===== src/design/trlv_pkg.sv =====
// Shared constants and types for the tuple run-length validator.
// Used by the top level and the result queue.
`default_nettype none

package trlv_pkg;

  localparam int LABEL_BITS      = 16;
  localparam int ALLOWED_ENTRIES = 6;
  localparam int FIFO_DEPTH      = 4;

  localparam int CFG_INDEX_W = 3;
  localparam int CFG_DATA_W  = 24;

  // Register indexes of the configuration port.
  localparam logic [CFG_INDEX_W-1:0] CFG_ALLOWED_COUNT = 3'd0;
  localparam logic [CFG_INDEX_W-1:0] CFG_ENTRY_FIRST   = 3'd1;
  localparam logic [CFG_INDEX_W-1:0] CFG_ENTRY_LAST    = 3'd6;

  localparam logic [15:0] HOST_MASK = 16'((32'd1 << LABEL_BITS) - 32'd1);
  localparam logic [7:0]  COUNT_MAX = 8'hFF;

  typedef struct packed {
    logic [15:0] host_label;
    logic [7:0]  run_order;
    logic [7:0]  run_total;
    logic        tuple_end;
    logic        tuple_error;
  } result_t;

  typedef struct packed {
    logic not_empty;
    logic room_two;
  } fifo_status_t;

endpackage

`default_nettype wire


===== src/design/trlv_result_fifo.sv =====
// Four-entry result queue that takes up to two items per cycle and gives one.
// Depends on trlv_pkg for the result type and the depth.
`default_nettype none

module trlv_result_fifo (
  input  wire logic                  clk,
  input  wire logic                  rst,
  input  wire logic [1:0]            push_count,
  input  wire trlv_pkg::result_t     push_data0,
  input  wire trlv_pkg::result_t     push_data1,
  input  wire logic                  pop,
  output trlv_pkg::result_t          head,
  output trlv_pkg::fifo_status_t     status
);
  import trlv_pkg::*;

  localparam int PTR_W = $clog2(FIFO_DEPTH);
  localparam int CNT_W = $clog2(FIFO_DEPTH + 1);

  result_t            mem [FIFO_DEPTH];
  logic [PTR_W-1:0]   wr_ptr;
  logic [PTR_W-1:0]   rd_ptr;
  logic [CNT_W-1:0]   count;

  always_ff @(posedge clk) begin
    if (push_count != 2'd0) mem[wr_ptr] <= push_data0;
    if (push_count == 2'd2) mem[wr_ptr + PTR_W'(1)] <= push_data1;
  end

  always_ff @(posedge clk) begin
    if (rst) begin
      wr_ptr <= '0;
      rd_ptr <= '0;
      count  <= '0;
    end else begin
      wr_ptr <= wr_ptr + PTR_W'(push_count);
      if (pop) rd_ptr <= rd_ptr + PTR_W'(1);
      count <= count + CNT_W'(push_count) - CNT_W'(pop);
    end
  end

  assign head             = mem[rd_ptr];
  assign status.not_empty = (count != '0);
  // Input is held off unless a whole item's worth of results still fits.
  assign status.room_two  = (count <= CNT_W'(FIFO_DEPTH - 2));

endmodule

`default_nettype wire


===== src/design/tuple_run_length_validator_unit.sv =====
// Tuple run-length validator: groups equal tagged labels into runs, checks each run's
// label against an allowed table and its length against that entry's maximum order.
// Depends on trlv_pkg and trlv_result_fifo.
//
// One input item is taken every cycle with s_tready high. Each item is resolved in the
// cycle it is accepted and yields zero, one or two result items, queued in a four-entry
// result queue; the output drains one item per cycle with m_tready high. s_tready is low
// only while the queue has fewer than two free entries, so with m_tready high the block
// sustains one input item per cycle. Configuration writes are taken every cycle.
`default_nettype none

module tuple_run_length_validator_unit (
  input  wire logic                              clk,
  input  wire logic                              rst,
  // s_tdata: tagged_label[31:0]
  input  wire logic [31:0]                       s_tdata,
  input  wire logic                              s_tlast,
  input  wire logic                              s_tvalid,
  output logic                                   s_tready,
  // m_tdata: host_label[15:0], run_order[23:16], run_total[31:24]
  output logic [31:0]                            m_tdata,
  // m_tuser: tuple_error[0]
  output logic                                   m_tuser,
  output logic                                   m_tlast,
  output logic                                   m_tvalid,
  input  wire logic                              m_tready,
  input  wire logic                              cfg_valid,
  output logic                                   cfg_ready,
  input  wire logic [trlv_pkg::CFG_INDEX_W-1:0]  cfg_index,
  input  wire logic [trlv_pkg::CFG_DATA_W-1:0]   cfg_data
);
  import trlv_pkg::*;

  logic [2:0]            allowed_count;
  logic [23:0]           allowed_entry [ALLOWED_ENTRIES];

  logic [31:0]           run_value,      run_value_next;
  logic [7:0]            run_length,     run_length_next;
  logic [15:0]           run_host_label, run_host_label_next;
  logic [7:0]            run_max_order,  run_max_order_next;
  logic                  run_open,       run_open_next;
  logic                  error_seen,     error_seen_next;
  logic [7:0]            runs_emitted,   runs_emitted_next;

  logic [15:0]           host;
  logic [2:0]            table_size;
  logic                  lookup_hit;
  logic [7:0]            lookup_max;

  result_t               res0, res1;
  logic [1:0]            nres;
  logic                  accept;
  result_t               head;
  fifo_status_t          fifo_status;

  assign cfg_ready = 1'b1;

  always_ff @(posedge clk) begin
    if (rst) begin
      allowed_count <= '0;
      for (int i = 0; i < ALLOWED_ENTRIES; i++) allowed_entry[i] <= '0;
    end else if (cfg_valid) begin
      if (cfg_index == CFG_ALLOWED_COUNT) begin
        allowed_count <= cfg_data[2:0];
      end else if (cfg_index >= CFG_ENTRY_FIRST && cfg_index <= CFG_ENTRY_LAST) begin
        allowed_entry[cfg_index - CFG_ENTRY_FIRST] <= cfg_data;
      end
    end
  end

  assign host       = s_tdata[15:0] & HOST_MASK;
  assign table_size = (allowed_count > 3'(ALLOWED_ENTRIES)) ? 3'(ALLOWED_ENTRIES)
                                                            : allowed_count;

  // Parallel match over the table; the lowest matching entry wins.
  always_comb begin
    lookup_hit = 1'b0;
    lookup_max = '0;
    for (int i = ALLOWED_ENTRIES - 1; i >= 0; i--) begin
      if (3'(i) < table_size && allowed_entry[i][15:0] == host) begin
        lookup_hit = 1'b1;
        lookup_max = allowed_entry[i][23:16];
      end
    end
  end

  always_comb begin
    run_value_next      = run_value;
    run_length_next     = run_length;
    run_host_label_next = run_host_label;
    run_max_order_next  = run_max_order;
    run_open_next       = run_open;
    error_seen_next     = error_seen;
    runs_emitted_next   = runs_emitted;
    res0 = '0;
    res1 = '0;
    nres = 2'd0;

    if (!error_seen) begin
      if (run_open && s_tdata == run_value) begin
        if (run_length == COUNT_MAX) error_seen_next = 1'b1;
        else run_length_next = run_length + 8'd1;
      end else begin
        if (run_open) begin
          run_open_next = 1'b0;
          if (run_length > run_max_order) begin
            error_seen_next = 1'b1;
          end else begin
            if (runs_emitted != COUNT_MAX) runs_emitted_next = runs_emitted + 8'd1;
            res0 = '{host_label: run_host_label, run_order: run_length,
                     run_total: runs_emitted_next, tuple_end: 1'b0, tuple_error: 1'b0};
            nres = 2'd1;
          end
        end
        if (!error_seen_next) begin
          if (lookup_hit) begin
            run_value_next      = s_tdata;
            run_length_next     = 8'd1;
            run_host_label_next = host;
            run_max_order_next  = lookup_max;
            run_open_next       = 1'b1;
          end else begin
            error_seen_next = 1'b1;
          end
        end
      end
    end

    if (s_tlast) begin
      // The run still open at the end of the tuple closes with the end mark.
      if (!error_seen_next && run_open_next) begin
        if (run_length_next > run_max_order_next) begin
          error_seen_next = 1'b1;
        end else begin
          if (runs_emitted_next != COUNT_MAX) runs_emitted_next = runs_emitted_next + 8'd1;
          if (nres == 2'd0) begin
            res0 = '{host_label: run_host_label_next, run_order: run_length_next,
                     run_total: runs_emitted_next, tuple_end: 1'b1, tuple_error: 1'b0};
          end else begin
            res1 = '{host_label: run_host_label_next, run_order: run_length_next,
                     run_total: runs_emitted_next, tuple_end: 1'b1, tuple_error: 1'b0};
          end
          nres = nres + 2'd1;
        end
      end
      if (error_seen_next) begin
        if (nres == 2'd0) begin
          res0 = '{host_label: 16'd0, run_order: 8'd0, run_total: runs_emitted_next,
                   tuple_end: 1'b1, tuple_error: 1'b1};
        end else begin
          res1 = '{host_label: 16'd0, run_order: 8'd0, run_total: runs_emitted_next,
                   tuple_end: 1'b1, tuple_error: 1'b1};
        end
        nres = nres + 2'd1;
      end
      run_value_next      = '0;
      run_length_next     = '0;
      run_host_label_next = '0;
      run_max_order_next  = '0;
      run_open_next       = 1'b0;
      error_seen_next     = 1'b0;
      runs_emitted_next   = '0;
    end
  end

  assign s_tready = fifo_status.room_two;
  assign accept   = s_tvalid && s_tready;

  always_ff @(posedge clk) begin
    if (rst) begin
      run_value      <= '0;
      run_length     <= '0;
      run_host_label <= '0;
      run_max_order  <= '0;
      run_open       <= 1'b0;
      error_seen     <= 1'b0;
      runs_emitted   <= '0;
    end else if (accept) begin
      run_value      <= run_value_next;
      run_length     <= run_length_next;
      run_host_label <= run_host_label_next;
      run_max_order  <= run_max_order_next;
      run_open       <= run_open_next;
      error_seen     <= error_seen_next;
      runs_emitted   <= runs_emitted_next;
    end
  end

  trlv_result_fifo u_fifo (
    .clk        (clk),
    .rst        (rst),
    .push_count (accept ? nres : 2'd0),
    .push_data0 (res0),
    .push_data1 (res1),
    .pop        (m_tready && fifo_status.not_empty),
    .head       (head),
    .status     (fifo_status)
  );

  assign m_tvalid = fifo_status.not_empty;
  assign m_tdata  = {head.run_total, head.run_order, head.host_label};
  assign m_tlast  = head.tuple_end;
  assign m_tuser  = head.tuple_error;

endmodule

`default_nettype wire


===== config.mk =====
export PLATFORM = sky130hd
export DESIGN_NAME = tuple_run_length_validator_unit
export DESIGN_NICKNAME = d
export VERILOG_FILES = /design/src/design/trlv_pkg.sv /design/src/design/trlv_result_fifo.sv /design/src/design/tuple_run_length_validator_unit.sv
export SDC_FILE = /design/constraint.sdc
export NUM_CORES = 1
export LEC_CHECK = 0
export ABC_AREA = 0
export CAP_MARGIN = 10
export CELL_PAD_IN_SITES_DETAIL_PLACEMENT = 1
export CELL_PAD_IN_SITES_GLOBAL_PLACEMENT = 1
export CORE_ASPECT_RATIO = 1.1
export CORE_MARGIN = 3
export CORE_UTILIZATION = 40
export CTS_BUF_LIST = sky130_fd_sc_hd__clkbuf_8
export DETAILED_ROUTE_END_ITERATION = 6
export DONT_BUFFER_PORTS = 1
export PLACE_DENSITY = 0.61
export SYNTH_ARGS = -nofsm -noshare
export SYNTH_HDL_FRONTEND = slang
export SYNTH_HIERARCHICAL = 1
export SYNTH_SLANG_ARGS = --single-unit
export TNS_END_PERCENT = 5

===== constraint.sdc =====
create_clock -name clk -period 17 [get_ports clk]
set_input_delay 2.55 -clock clk [delete_from_list [all_inputs] [get_ports clk]]
set_output_delay 2.55 -clock clk [all_outputs]
set_load 0.02 [all_outputs]

==> results_tabular.tex, run 1 <==
\begin{tabular}{lr}
\hline
Metric & Value \\
\hline
\multicolumn{2}{l}{\textbf{Clocking}} \\
Max Buffers Root-to-Sink & 3 \\
CTS tree & built \\
Clock buffer count from CTS & 67 \\
\# hold bufs at CTS & 0 \\
Maximum level of the CTS H-tree & 3 \\
Clock Sink Count & 366 \\
Clock latency on the worst-skew pair & 640 ps \\
Post-CTS resize count & 0 \\
Buffer type at the clock tree root & clkbuf\_8 \\
Worst-path clk slew & 60 ps \\
Post-CTS setup buffer count & 0 \\
\multicolumn{2}{l}{\textbf{Global route}} \\
Initial antenna violation count & 1 \\
Met3 usage in global routing & 0.04054 \\
GRT Resource Usage Total & 0.2304 \\
GRT met2 Usage & 0.3883 \\
Routing layer with the top usage in global route & met2 \\
Total congestion overflow & 0 \\
Global Route met1 Usage & 0.3000 \\
First-pass GRT wire length & 91,960 um \\
Via count of the first global-routing pass & 14,732 \\
Maximum number of pins on one net before global-route repair & 89 \\
\multicolumn{2}{l}{\textbf{Finish}} \\
Net count reported at finish & 1,872 \\
Fraction of final layout cells sized beyond drive strength 1 & 0.1826 \\
Area growth, synth to finish & 9.116\% \\
Final core utilization & 0.4438 \\
\multicolumn{2}{l}{\textbf{Routing}} \\
DRC viols & 0 \\
Detailed-route wire length per cell & 24.51 um \\
Number of vias in the routed layout & 14,048 \\
Number of DRC markers after the initial detailed-route iteration & 739 \\
Number of iterations in the first detailed-routing pass & 7 \\
Avg Vias per Cell & 5.660 \\
Total Routed Length & 60,840 um \\
Detail Route Antenna Nets & 0 \\
\multicolumn{2}{l}{\textbf{Worst hold path}} \\
Hold Crit Class & reg2reg \\
Count of cells along the worst hold path & 2 \\
Launch instance of the worst min-delay path & run\_value[15]\$\_SDFFE\_PP0P\_ \\
Worst hold path endpoint & run\_value[15]\$\_SDFFE\_PP0P\_ \\
\multicolumn{2}{l}{\textbf{STA}} \\
Setup tns final & 0 ps \\
Count of final setup violators & 0 \\
Fin. max-slew vios & 0 \\
Skew final & 40.88 ps \\
Max\_slew headroom & 0.2116 \\
Portion of the clock cycle consumed by the worst path in the final layout & 0.5875 \\
Hold violation count in the final report & 0 \\
Final Hold Slack & 468.3 ps \\
Tightest Pin Transition & 1179 ps \\
Setup repair after global routing missed its margin & no \\
Clock period minus worst slack & 9987 ps \\
Peak Freq & 0.1001 GHz \\
\multicolumn{2}{l}{\textbf{Power}} \\
Worst IR drop on VDD & 0.1142 mV \\
Total power of the final layout & 2110 uW \\
Total power divided by cell area & 96.58 nW/um\^{}2 \\
Cell leakage power & 0.007907 uW \\
\multicolumn{2}{l}{\textbf{Logic synthesis}} \\
Number of standard cells after synthesis & 1,768 \\
Netlist area before placement & 20,030 sq um \\
Number of synthesized flops with an enable pin & 280 \\
Fraction of the yosys area taken by sequential cells & 0.5058 \\
Fraction of synthesis flops using an asynchronous set or reset pin & 0 \\
Number of unique standard cell types used by synthesis & 95 \\
Count of state elements after synthesis & 366 \\
Mapped Avg Cell Area & 11.33 sq um \\
Synthesis warning total & 6 \\
Most instantiated flip-flop cell in the synthesis netlist & edfxtp\_1 \\
\multicolumn{2}{l}{\textbf{Placement}} \\
Final estimated routing congestion in global placement & 0.9717 \\
Port buffer count & 0 \\
Half-perimeter wire length of the detailed placement result & 42,700 um \\
\multicolumn{2}{l}{\textbf{Floorplan}} \\
Die Outline Area & 52,790 sq um \\
Number of core rows & 85 \\
Chip Width & 219.3 um \\
Io pins & 102 \\
Die height & 240.7 um \\
Floorplan core area & 49,240 sq um \\
Initial cell density of the core & 0.4067 \\
\multicolumn{2}{l}{\textbf{Outcome}} \\
Run status & finished clean \\
\multicolumn{2}{l}{\textbf{Worst setup path}} \\
Worst R2R Path Depth & 24 \\
Endpoint of the worst register-to-register path & u\_fifo/mem[2][5]\$\_DFFE\_PP\_ \\
Worst path arrival time & 10,350 ps \\
Sort of element at the start of the critical path & input pin \\
Worst Path Max Fanout & 44 \\
Slack of the worst reg-to-reg path & 8490 ps \\
Worst R2R Start & allowed\_entry[0][4]\$\_SDFFCE\_PN0P\_ \\
Required time of the critical path & 17,360 ps \\
Category of the worst setup path capture point & register \\
Crit Path Class & in2reg \\
\multicolumn{2}{l}{\textbf{Flow run}} \\
Number of max-capacitance violations reported & 0 \\
\hline
\end{tabular}
## metal layers
layer	vias to the layer above	wire (um)
li1	6475	-
met1	7164	26570
met2	321	29810
met3	88	2843
met4	0	1612
met5	-	0
## cells in the mapped netlist, drive strengths merged (8+ instances only)
cell type	count	area [sq um]
a2111oi	8	132.6
a211oi	12	100.1
a21o	11	90.08
a21oi	80	415.4
a22o	21	183.9
a22oi	33	252.7
and3	11	68.82
buf	64	459.2
clkbuf	46	172.7
dfxtp	86	1722
edfxtp	280	8408
ha	31	387.9
inv	86	322.8
mux2	138	1554
mux2i	24	240.2
mux4	34	765.7
nand2	128	480.5
nand3	32	175.2
nand4	22	137.6
nor2	227	854.6
nor3	37	201.5
nor4	34	212.7
o21ai	28	140.1
o21bai	11	82.58
o221ai	8	70.07
or2	13	81.33
xnor2	47	434.2
xor2	90	788.3
## where the power goes
group / total [uW] / internal (uW) / switching, uW / leakage (uW)
logic: 276 / 96.3 / 179 / 0.00382
registers: 1030 / 1000 / 24.0 / 0.00334
clock network: 808 / 427 / 381 / 0.000739
total: 2110 / 1530 / 584 / 0.00791
## cell families after synthesis
kind of cell,after synthesis,synth area share
and+or+nand+nor,560,0.1330
DFF,366,0.5058
AOI/OAI and AO/OA,276,0.1014
buffers and inverters,197,0.04786
muxes,196,0.1278
xor gates and xnor gates,139,0.06329
adders and majority gates,32,0.02037
other,2,0.0003750
## registers in the layout, indices dropped and copies added, names as in the netlist, named ones only
name	count
u_fifo/mem	136
allowed_count	3
run_max_order	8
run_open	1
error_seen	1
runs_emitted	8
run_host_label	16
allowed_entry	144
u_fifo/rd_ptr	2
run_length	8
u_fifo/count	3
u_fifo/wr_ptr	2
run_value	32
## worst max-delay path, cell delays in order
cell and delay (ps):
xnor2_1 210, nand4_1 200, nor4_1 460, nand3_1 400
nand3_1 500, o2111ai_4 170, buf_4 380, a2111oi_2 380
a21oi_1 80, ha_1 340, a21oi_1 70, o22ai_1 160
nor2_1 50, o21ai_0 140, o21a_1 550, inv_1 200
ha_1 360, o21a_1 210, ha_1 270, mux2i_1 60
nor3_1 760, nor4bb_4 910, buf_4 490, mux2_2 390
## area by class of cell
class                      instances  area [sq um]
tap                              652         815.8
multi-input combinational       1232          9143
fill                            5340         27390
timing repair buffer              21         157.7
clock buffer                      73          1005
clock inverter                    50         270.3
sequential                       366         10130
inverter                          87         326.6
antenna                            1         2.502
## through the flow
step / instances / setup slack (ps) / area [sq um]
6_report: 2482 / 7013 / 21850
5_1_grt: 2482 / 6460 / 21850
4_1_cts: 2481 / 7058 / 21850
3_5_place_dp: 2358 / 6324 / 20570
3_3_place_gp: 2358 / 6576 / 20570
2_1_floorplan: 1795 / 6234 / 20130
## worst max-delay path by stage
stage,from,to,slack [ps],cells after the start
2_1_floorplan,s_tdata[13],u_fifo/mem[0][0]$_DFFE_PP_,6230,25
3_3_place_gp,s_tdata[12],u_fifo/mem[2][12]$_DFFE_PP_,6580,24
3_5_place_dp,s_tdata[4],u_fifo/mem[2][10]$_DFFE_PP_,6320,24
4_1_cts,s_tdata[4],u_fifo/mem[2][3]$_DFFE_PP_,7060,24
5_1_grt,s_tdata[2],u_fifo/mem[2][4]$_DFFE_PP_,6460,24
6_report,s_tdata[4],u_fifo/mem[2][5]$_DFFE_PP_,7010,24
## placed cells by master, fill, tap and decap left out, drive strengths merged, types with 37 or more instances in the layout
cell type    n
mux2       138
xor2        90
a21oi       80
dfxtp       86
clkbuf      73
nor2       227
xnor2       47
nand2      128
nor3        37
edfxtp     280
inv        113
No activity file was read; power rests on OpenSTA's default activity.
==> run 2, diff against run 1 <==
--- a/config.mk
+++ b/config.mk
@@ -15,7 +15,7 @@
 export CTS_BUF_LIST = sky130_fd_sc_hd__clkbuf_8
 export DETAILED_ROUTE_END_ITERATION = 6
 export DONT_BUFFER_PORTS = 1
-export PLACE_DENSITY = 0.61
+export PLACE_DENSITY = 0.64
 export SYNTH_ARGS = -nofsm -noshare
 export SYNTH_HDL_FRONTEND = slang
 export SYNTH_HIERARCHICAL = 1
==> constraint.sdc (replaced) <==
create_clock -name clk -period 8.7 [get_ports clk]
set_input_delay 1.305 -clock clk [delete_from_list [all_inputs] [get_ports clk]]
set_output_delay 1.305 -clock clk [all_outputs]
set_load 0.02 [all_outputs]
==> run 2 against run 1 <==
  * Final cell count grew 0.52%
  * Critical path depth shrank 2
  * Global-route usage shrank 0.32 points
  * Combinational power grew 98%
  * Total power grew 92%
  * Clock power grew 87%
  * Sequential cell count is the same
  * Largest power group unchanged
  * Design area grew 0.29%
  * Sequential share of layout area shrank 0.13 points
  * Critical endpoint is now u_fifo/mem[2][14]$_DFFE_PP_
  * Die area is the same
==> results_tabular.tex, run 2 (synthesis gave the netlist of run 1 again) <==
\begin{tabular}{lr}
\hline
Metric & Value \\
\hline
\multicolumn{2}{l}{\textbf{STA}} \\
Count of final setup violators & 0 \\
Setup tns final & 0 ps \\
Hold violation count in the final report & 0 \\
Fin. max-slew vios & 0 \\
Portion of the clock cycle consumed by the worst path in the final layout & 0.8079 \\
Max\_slew headroom & 0.1849 \\
Tightest Pin Transition & 1220 ps \\
Peak Freq & 0.1423 GHz \\
Clock period minus worst slack & 7028 ps \\
Skew final & 31.02 ps \\
Setup repair after global routing missed its margin & no \\
\multicolumn{2}{l}{\textbf{Routing}} \\
Number of DRC markers after the initial detailed-route iteration & 821 \\
Number of vias in the routed layout & 13,994 \\
Number of iterations in the first detailed-routing pass & 5 \\
Detailed-route wire length per cell & 24.01 um \\
Detail Route Antenna Nets & 0 \\
Avg Vias per Cell & 5.609 \\
Total Routed Length & 59,900 um \\
DRC viols & 0 \\
\multicolumn{2}{l}{\textbf{Finish}} \\
Register name with the most flops & allowed\_entry \\
Final core utilization & 0.4450 \\
Net count reported at finish & 1,887 \\
Number of flip-flops under the largest register name & 144 \\
Fraction of final layout cells sized beyond drive strength 1 & 0.1861 \\
Number of filler cells placed in the layout & 5,335 \\
Area growth, synth to finish & 9.428\% \\
Ant diodes & 0 \\
Commonest cells after routing, fill and taps aside & edfxtp\_1 (280), nor2\_1 (222), mux2\_2 (136) \\
Most common library cell in the layout ignoring fill and taps & edfxtp\_1 \\
Registers with the most flip-flops & allowed\_entry (144), u\_fifo/mem (136), run\_value (32) \\
Post-layout instance area & 21,910 sq um \\
\multicolumn{2}{l}{\textbf{Worst setup path}} \\
Cell seen most often among critical-path stages & buf\_4 \\
Worst path arrival time & 7400 ps \\
Crit-path max cell delay & 690 ps \\
Category of the worst setup path capture point & register \\
Library cell contributing the largest single delay on the critical path & a221oi\_1 \\
Required time of the critical path & 9070 ps \\
Crit Path Class & in2reg \\
Sort of element at the start of the critical path & input pin \\
Cell-by-cell trace of the critical path & xnor2\_1 > nand2\_1 > or4b\_1 > or4\_4 > nand3\_2 > o2111ai\_4 > buf\_4 > a21oi\_1 > ha\_1 > a21o\_1 > a21o\_1 > a21oi\_1 > o21ai\_0 > o21a\_1 > buf\_4 > a221oi\_1 > mux2i\_1 > nor3\_1 > buf\_4 > nor4bb\_4 > buf\_4 > mux2\_2 \\
Worst Path Max Fanout & 26 \\
\multicolumn{2}{l}{\textbf{Global route}} \\
Total congestion overflow & 0 \\
Initial antenna violation count & 0 \\
Via count of the first global-routing pass & 14,611 \\
Maximum number of pins on one net before global-route repair & 89 \\
First-pass GRT wire length & 90,360 um \\
GRT Resource Usage Total & 0.2272 \\
\multicolumn{2}{l}{\textbf{Outcome}} \\
Run status & finished clean \\
\multicolumn{2}{l}{\textbf{Placement}} \\
Port buffer count & 0 \\
Final estimated routing congestion in global placement & 0.9234 \\
Placed Instance Area & 20,710 sq um \\
Half-perimeter wire length of the detailed placement result & 42,640 um \\
\multicolumn{2}{l}{\textbf{Floorplan}} \\
Io pins & 102 \\
Initial cell density of the core & 0.4067 \\
Number of core rows & 85 \\
Die height & 240.7 um \\
Chip Width & 219.3 um \\
Die Outline Area & 52,790 sq um \\
Floorplan core area & 49,240 sq um \\
\multicolumn{2}{l}{\textbf{Clocking}} \\
\# hold bufs at CTS & 0 \\
Clock buffer count from CTS & 66 \\
Post-CTS setup buffer count & 0 \\
Post-CTS resize count & 0 \\
CTS tree & built \\
Buffer type at the clock tree root & clkbuf\_8 \\
Maximum level of the CTS H-tree & 3 \\
Max Buffers Root-to-Sink & 3 \\
Clock Sink Count & 366 \\
Clock latency on the worst-skew pair & 650 ps \\
Worst-path clk slew & 60 ps \\
\multicolumn{2}{l}{\textbf{Power}} \\
Total power divided by cell area & 184.9 nW/um\^{}2 \\
Cell leakage power & 0.007971 uW \\
Worst IR drop on VDD & 0.1959 mV \\
\multicolumn{2}{l}{\textbf{Flow run}} \\
Number of max-capacitance violations reported & 0 \\
\multicolumn{2}{l}{\textbf{Worst hold path}} \\
Hold Crit Class & reg2reg \\
\hline
\end{tabular}
-- run 2: layout make-up --
cell class / count / area, sq um / share of cell area
multi-input cells: 1232 / 9135 / 0.4169
inverters: 87 / 326.6 / 0.01490
clock inverters: 49 / 211.5 / 0.009649
flip-flops and latches: 366 / 10130 / 0.4623
well taps: 652 / 815.8 / 0.03723
repair buffers: 37 / 302.8 / 0.01382
clock buffers: 72 / 991.0 / 0.04522
-- run 2: power breakdown --
| part | internal, uW | leakage [uW] | total (uW) | switching [uW] |
|---|---|---|---|---|
| logic | 193 | 0.00391 | 547 | 355 |
| clock network | 764 | 0.000723 | 1510 | 742 |
| registers | 1960 | 0.00334 | 2000 | 40.5 |
-- run 2: routing by layer --
| layer | track usage | share of wire | wire length [um] | vias to the layer above |
|---|---|---|---|---|
| met1 | 0.2924 | 0.43 | 26030 | 7079 |
| met4 | 0.07778 | 0.026 | 1587 | 0 |
| met5 | 0 | 0 | 0 | - |
| li1 | - | - | - | 6502 |
| met3 | 0.04205 | 0.049 | 2934 | 93 |
| met2 | 0.3863 | 0.49 | 29360 | 320 |
-- run 2: worst paths after layout --
| check | startpoint | end | slack (ps) | cells after the start |
|---|---|---|---|---|
| worst max register to register | allowed_count[2]$_SDFFE_PP0P_ | u_fifo/mem[2][14]$_DFFE_PP_ | 1910 | 23 |
| worst min-delay path | run_value[6]$_SDFFE_PP0P_ | run_value[6]$_SDFFE_PP0P_ | 460 | 2 |
| worst min register to register | run_value[6]$_SDFFE_PP0P_ | run_value[6]$_SDFFE_PP0P_ | 460 | 2 |
| worst max-delay path | s_tdata[6] | u_fifo/mem[2][14]$_DFFE_PP_ | 1670 | 22 |
-- run 2: critical path, delay by kind of cell --
| kind | cells | cell delay [ps] |
|---|---|---|
| simple gates | 6 | 2000 |
| compound gates | 8 | 1860 |
| buf+inv | 4 | 1150 |
| mux | 2 | 550 |
| fa+ha+maj | 1 | 270 |
| xor+xnor | 1 | 240 |
-- run 2: stage by stage --
stage	hold slack [ps]	setup slack, ps	instances	total power, uW
floorplan	443.7	17.15	1795	2464
global placement	450.8	1313	2374	2584
detailed placement	456.7	1036	2374	2595
CTS	465.6	1730	2495	4119
global route	483.8	1201	2495	4229
finish	463.3	1672	2495	4053
==> run 3, diff against run 2 <==
--- a/config.mk
+++ b/config.mk
@@ -5,7 +5,7 @@
 export SDC_FILE = /design/constraint.sdc
 export NUM_CORES = 1
 export LEC_CHECK = 0
-export ABC_AREA = 0
+export ABC_AREA = 1
 export CAP_MARGIN = 10
 export CELL_PAD_IN_SITES_DETAIL_PLACEMENT = 1
 export CELL_PAD_IN_SITES_GLOBAL_PLACEMENT = 1
@@ -15,7 +15,7 @@
 export CTS_BUF_LIST = sky130_fd_sc_hd__clkbuf_8
 export DETAILED_ROUTE_END_ITERATION = 6
 export DONT_BUFFER_PORTS = 1
-export PLACE_DENSITY = 0.64
+export PLACE_DENSITY = 0.68
 export SYNTH_ARGS = -nofsm -noshare
 export SYNTH_HDL_FRONTEND = slang
 export SYNTH_HIERARCHICAL = 1
==> constraint.sdc (replaced) <==
create_clock -name clk -period 6.2 [get_ports clk]
set_input_delay 0.93 -clock clk [delete_from_list [all_inputs] [get_ports clk]]
set_output_delay 0.93 -clock clk [all_outputs]
set_load 0.02 [all_outputs]
==> run 3 against run 2 <==
  * Critical path depth rose by 14
  * Critical endpoint is now u_fifo/count[2]$_SDFF_PP0_
  * Via count rose by 34%
  * Worst hold slack got worse by 73 ps
==> results_tabular.tex, run 3 <==
\begin{tabular}{lr}
\hline
Metric & Value \\
\hline
\multicolumn{2}{l}{\textbf{Power}} \\
Clock network power share & 0.378 \\
Share of power burned in combinational logic & 0.158 \\
Net switching share of the total power & 0.3045 \\
Total power divided by cell area & 257.6 nW/um\^{}2 \\
Cell leakage power & 0.009582 uW \\
Sequential group share of total power & 0.463 \\
Reported net switching power & 1863 uW \\
Internal power contribution & 4255 uW \\
Worst IR drop on VDD & 0.1728 mV \\
\multicolumn{2}{l}{\textbf{Routing}} \\
Number of DRC markers after the initial detailed-route iteration & 899 \\
Total Routed Length & 71,390 um \\
Number of iterations in the first detailed-routing pass & 5 \\
Avg Vias per Cell & 5.282 \\
Detail Route Antenna Nets & 0 \\
Detailed-route wire length per cell & 20.08 um \\
DRC viols & 0 \\
Number of vias in the routed layout & 18,777 \\
\multicolumn{2}{l}{\textbf{Outcome}} \\
Run status & finished clean \\
\multicolumn{2}{l}{\textbf{Worst setup path}} \\
Library cell contributing the largest single delay on the critical path & dfxtp\_2 \\
Sort of element at the start of the critical path & register \\
Worst Path Max Fanout & 10 \\
Worst path top cell family by delay & simple AND/OR/NAND/NOR gates \\
Crit Path Class & reg2reg \\
Crit-path max cell delay & 460 ps \\
Required time of the critical path & 6720 ps \\
Cell seen most often among critical-path stages & nand2\_1 \\
Worst path arrival time & 6250 ps \\
Category of the worst setup path capture point & register \\
Total buffers and inverters traversed by the critical path & 7 \\
\multicolumn{2}{l}{\textbf{Logic synthesis}} \\
Number of synthesized flops with an enable pin & 280 \\
Library cell with the largest summed area after synthesis & edfxtp\_1 \\
Count leader, synth & nand2\_1 \\
Netlist area before placement & 21,510 sq um \\
Number of standard cells after synthesis & 2,808 \\
Top cells by area in the synthesized netlist & edfxtp\_1 (39\%), nand2\_1 (16\%), dfxtp\_1 (8.0\%) \\
Number of unique standard cell types used by synthesis & 55 \\
Mapped Avg Cell Area & 7.660 sq um \\
Most common library cells after synthesis & nand2\_1 (905), inv\_1 (367), nor2\_1 (291) \\
Count of state elements after synthesis & 366 \\
Most instantiated flip-flop cell in the synthesis netlist & edfxtp\_1 \\
Synthesis warning total & 6 \\
Fraction of synthesis flops using an asynchronous set or reset pin & 0 \\
Fraction of the yosys area taken by sequential cells & 0.4709 \\
Area fraction of the dominant cell type after synthesis & 0.3909 \\
\multicolumn{2}{l}{\textbf{Finish}} \\
Fraction of final layout cells sized beyond drive strength 1 & 0.08788 \\
Net count reported at finish & 2,922 \\
Final Non-Filler Cells & 3,555 \\
Final core utilization & 0.4494 \\
Register name with the most flops & allowed\_entry \\
Number of flip-flops under the largest register name & 144 \\
Area growth, synth to finish & 10.43\% \\
Registers with the most flip-flops & allowed\_entry (144), u\_fifo/mem (136), run\_value (32) \\
Commonest cells after routing, fill and taps aside & nand2\_1 (901), inv\_1 (395), nor2\_1 (288) \\
Number of filler cells placed in the layout & 6,541 \\
Most common library cell in the layout ignoring fill and taps & nand2\_1 \\
\multicolumn{2}{l}{\textbf{STA}} \\
Tightest Pin Transition & 1098 ps \\
Count of final setup violators & 0 \\
Max\_slew headroom & 0.2661 \\
Clock period minus worst slack & 5723 ps \\
Setup repair after global routing missed its margin & no \\
Fin. max-slew vios & 0 \\
Peak Freq & 0.1747 GHz \\
Hold violation count in the final report & 0 \\
Skew final & 28.77 ps \\
Portion of the clock cycle consumed by the worst path in the final layout & 0.9231 \\
Final Hold Slack & 390.0 ps \\
Setup tns final & 0 ps \\
\multicolumn{2}{l}{\textbf{Global route}} \\
Maximum number of pins on one net before global-route repair & 137 \\
GRT Resource Usage Total & 0.2516 \\
Total congestion overflow & 0 \\
Via count of the first global-routing pass & 19,465 \\
First-pass GRT wire length & 110,500 um \\
Initial antenna violation count & 1 \\
\multicolumn{2}{l}{\textbf{Clocking}} \\
Clock buffer count from CTS & 68 \\
Clock latency on the worst-skew pair & 650 ps \\
Post-CTS resize count & 0 \\
CTS tree & built \\
Clock Sink Count & 366 \\
Worst-path clk slew & 60 ps \\
Maximum level of the CTS H-tree & 3 \\
Buffer type at the clock tree root & clkbuf\_8 \\
Max Buffers Root-to-Sink & 3 \\
Post-CTS setup buffer count & 0 \\
\# hold bufs at CTS & 0 \\
\multicolumn{2}{l}{\textbf{Floorplan}} \\
Floorplan core area & 52,850 sq um \\
Die height & 249.2 um \\
Chip Width & 227.1 um \\
Initial cell density of the core & 0.4070 \\
Die Outline Area & 56,600 sq um \\
Number of core rows & 88 \\
Io pins & 102 \\
\multicolumn{2}{l}{\textbf{Flow run}} \\
Number of max-capacitance violations reported & 0 \\
\multicolumn{2}{l}{\textbf{Worst hold path}} \\
Hold Crit Class & in2reg \\
\multicolumn{2}{l}{\textbf{Placement}} \\
DP Cell Count & 3,429 \\
Final estimated routing congestion in global placement & 0.9263 \\
Half-perimeter wire length of the detailed placement result & 52,410 um \\
Port buffer count & 0 \\
\hline
\end{tabular}
run 3: changes by cell type in the layout (fill, tap and decap cells not counted), sizes merged, moves of 24 or more:
cell    previous run  this run
xor2              90        19
a21oi             80       134
mux2             138         0
nand3             32        79
mux2i             24         0
o211ai             3        43
inv              120       414
o21ai             28       231
nor2             227       300
mux4              34         0
nand2            128       918
buf               37        65
nor4              34         8
run 3: worst paths after layout:
path                                 startpoint                          to  slack [ps]  cells past startpoint
setup / recovery  allowed_count[1]$_SDFFE_PP0P_  u_fifo/count[2]$_SDFF_PP0_         480                     36
hold / removal                              rst   run_value[7]$_SDFFE_PP0P_         390                      1
setup reg to reg  allowed_count[1]$_SDFFE_PP0P_  u_fifo/count[2]$_SDFF_PP0_         480                     36
hold reg to reg   u_fifo/rd_ptr[1]$_SDFFE_PP0P_                    register         460                      2
run 3: through the flow:
step	power [uW]	setup WS (ps)	instance area, sq um
3_3_place_gp	3840	-41.58	22400
5_1_grt	6424	75.12	23750
6_report	6118	476.7	23750
3_5_place_dp	3864	-139.0	22400
2_1_floorplan	3588	23.84	21550
4_1_cts	6202	110.8	23720
run 3: logic make-up after synthesis:
family,count (synthesis),share of synthesized area
DFF,366,0.4709
buffers and inverters,509,0.09866
other,2,0.0003492
adders and majority gates,32,0.01896
and+or+nand+nor,1396,0.2708
xor gates and xnor gates,44,0.01792
AOI/OAI and AO/OA,459,0.1223
run 3: worst register-to-register path: cells and delay by family, from the launching register on:
family                     cells  cell delay, ps
and+or+nand+nor               18            2070
adders and majority gates      5            1610
AOI/OAI and AO/OA              6             940
buffers and inverters          7             570
DFF                            1             460
run 3: layout make-up:
| type | count | area [sq um] | area share |
|---|---|---|---|
| antenna | 1 | 2.502 | 0.0001054 |
| tap | 675 | 844.6 | 0.03556 |
| inverter | 385 | 1450 | 0.06105 |
| clock buffer | 72 | 991.0 | 0.04172 |
| multi-input combinational | 1939 | 9314 | 0.3921 |
| sequential | 366 | 10140 | 0.4268 |
| clock inverter | 52 | 337.8 | 0.01422 |
| timing repair buffer | 65 | 675.6 | 0.02844 |
run 3: power by group through the flow:
stage                     Combinational [uW]  Sequential (uW)  Clock (uW)
after floorplan                          731             2860           0
after global placement                   957             2880           0
after detailed placement                 977             2890           0
after CTS                                981             2840        2380
after global routing                    1080             2850        2500
final                                    968             2840        2310
run 3: per-layer routing:
metal  track usage  vias to the layer above  routed length, um
met2        0.4460                      402              35670
li1              -                     9137                  -
met5             0                        -                  0
met1        0.3023                     9114              29740
met3       0.04455                      124               3538
met4       0.09505                        0               2430
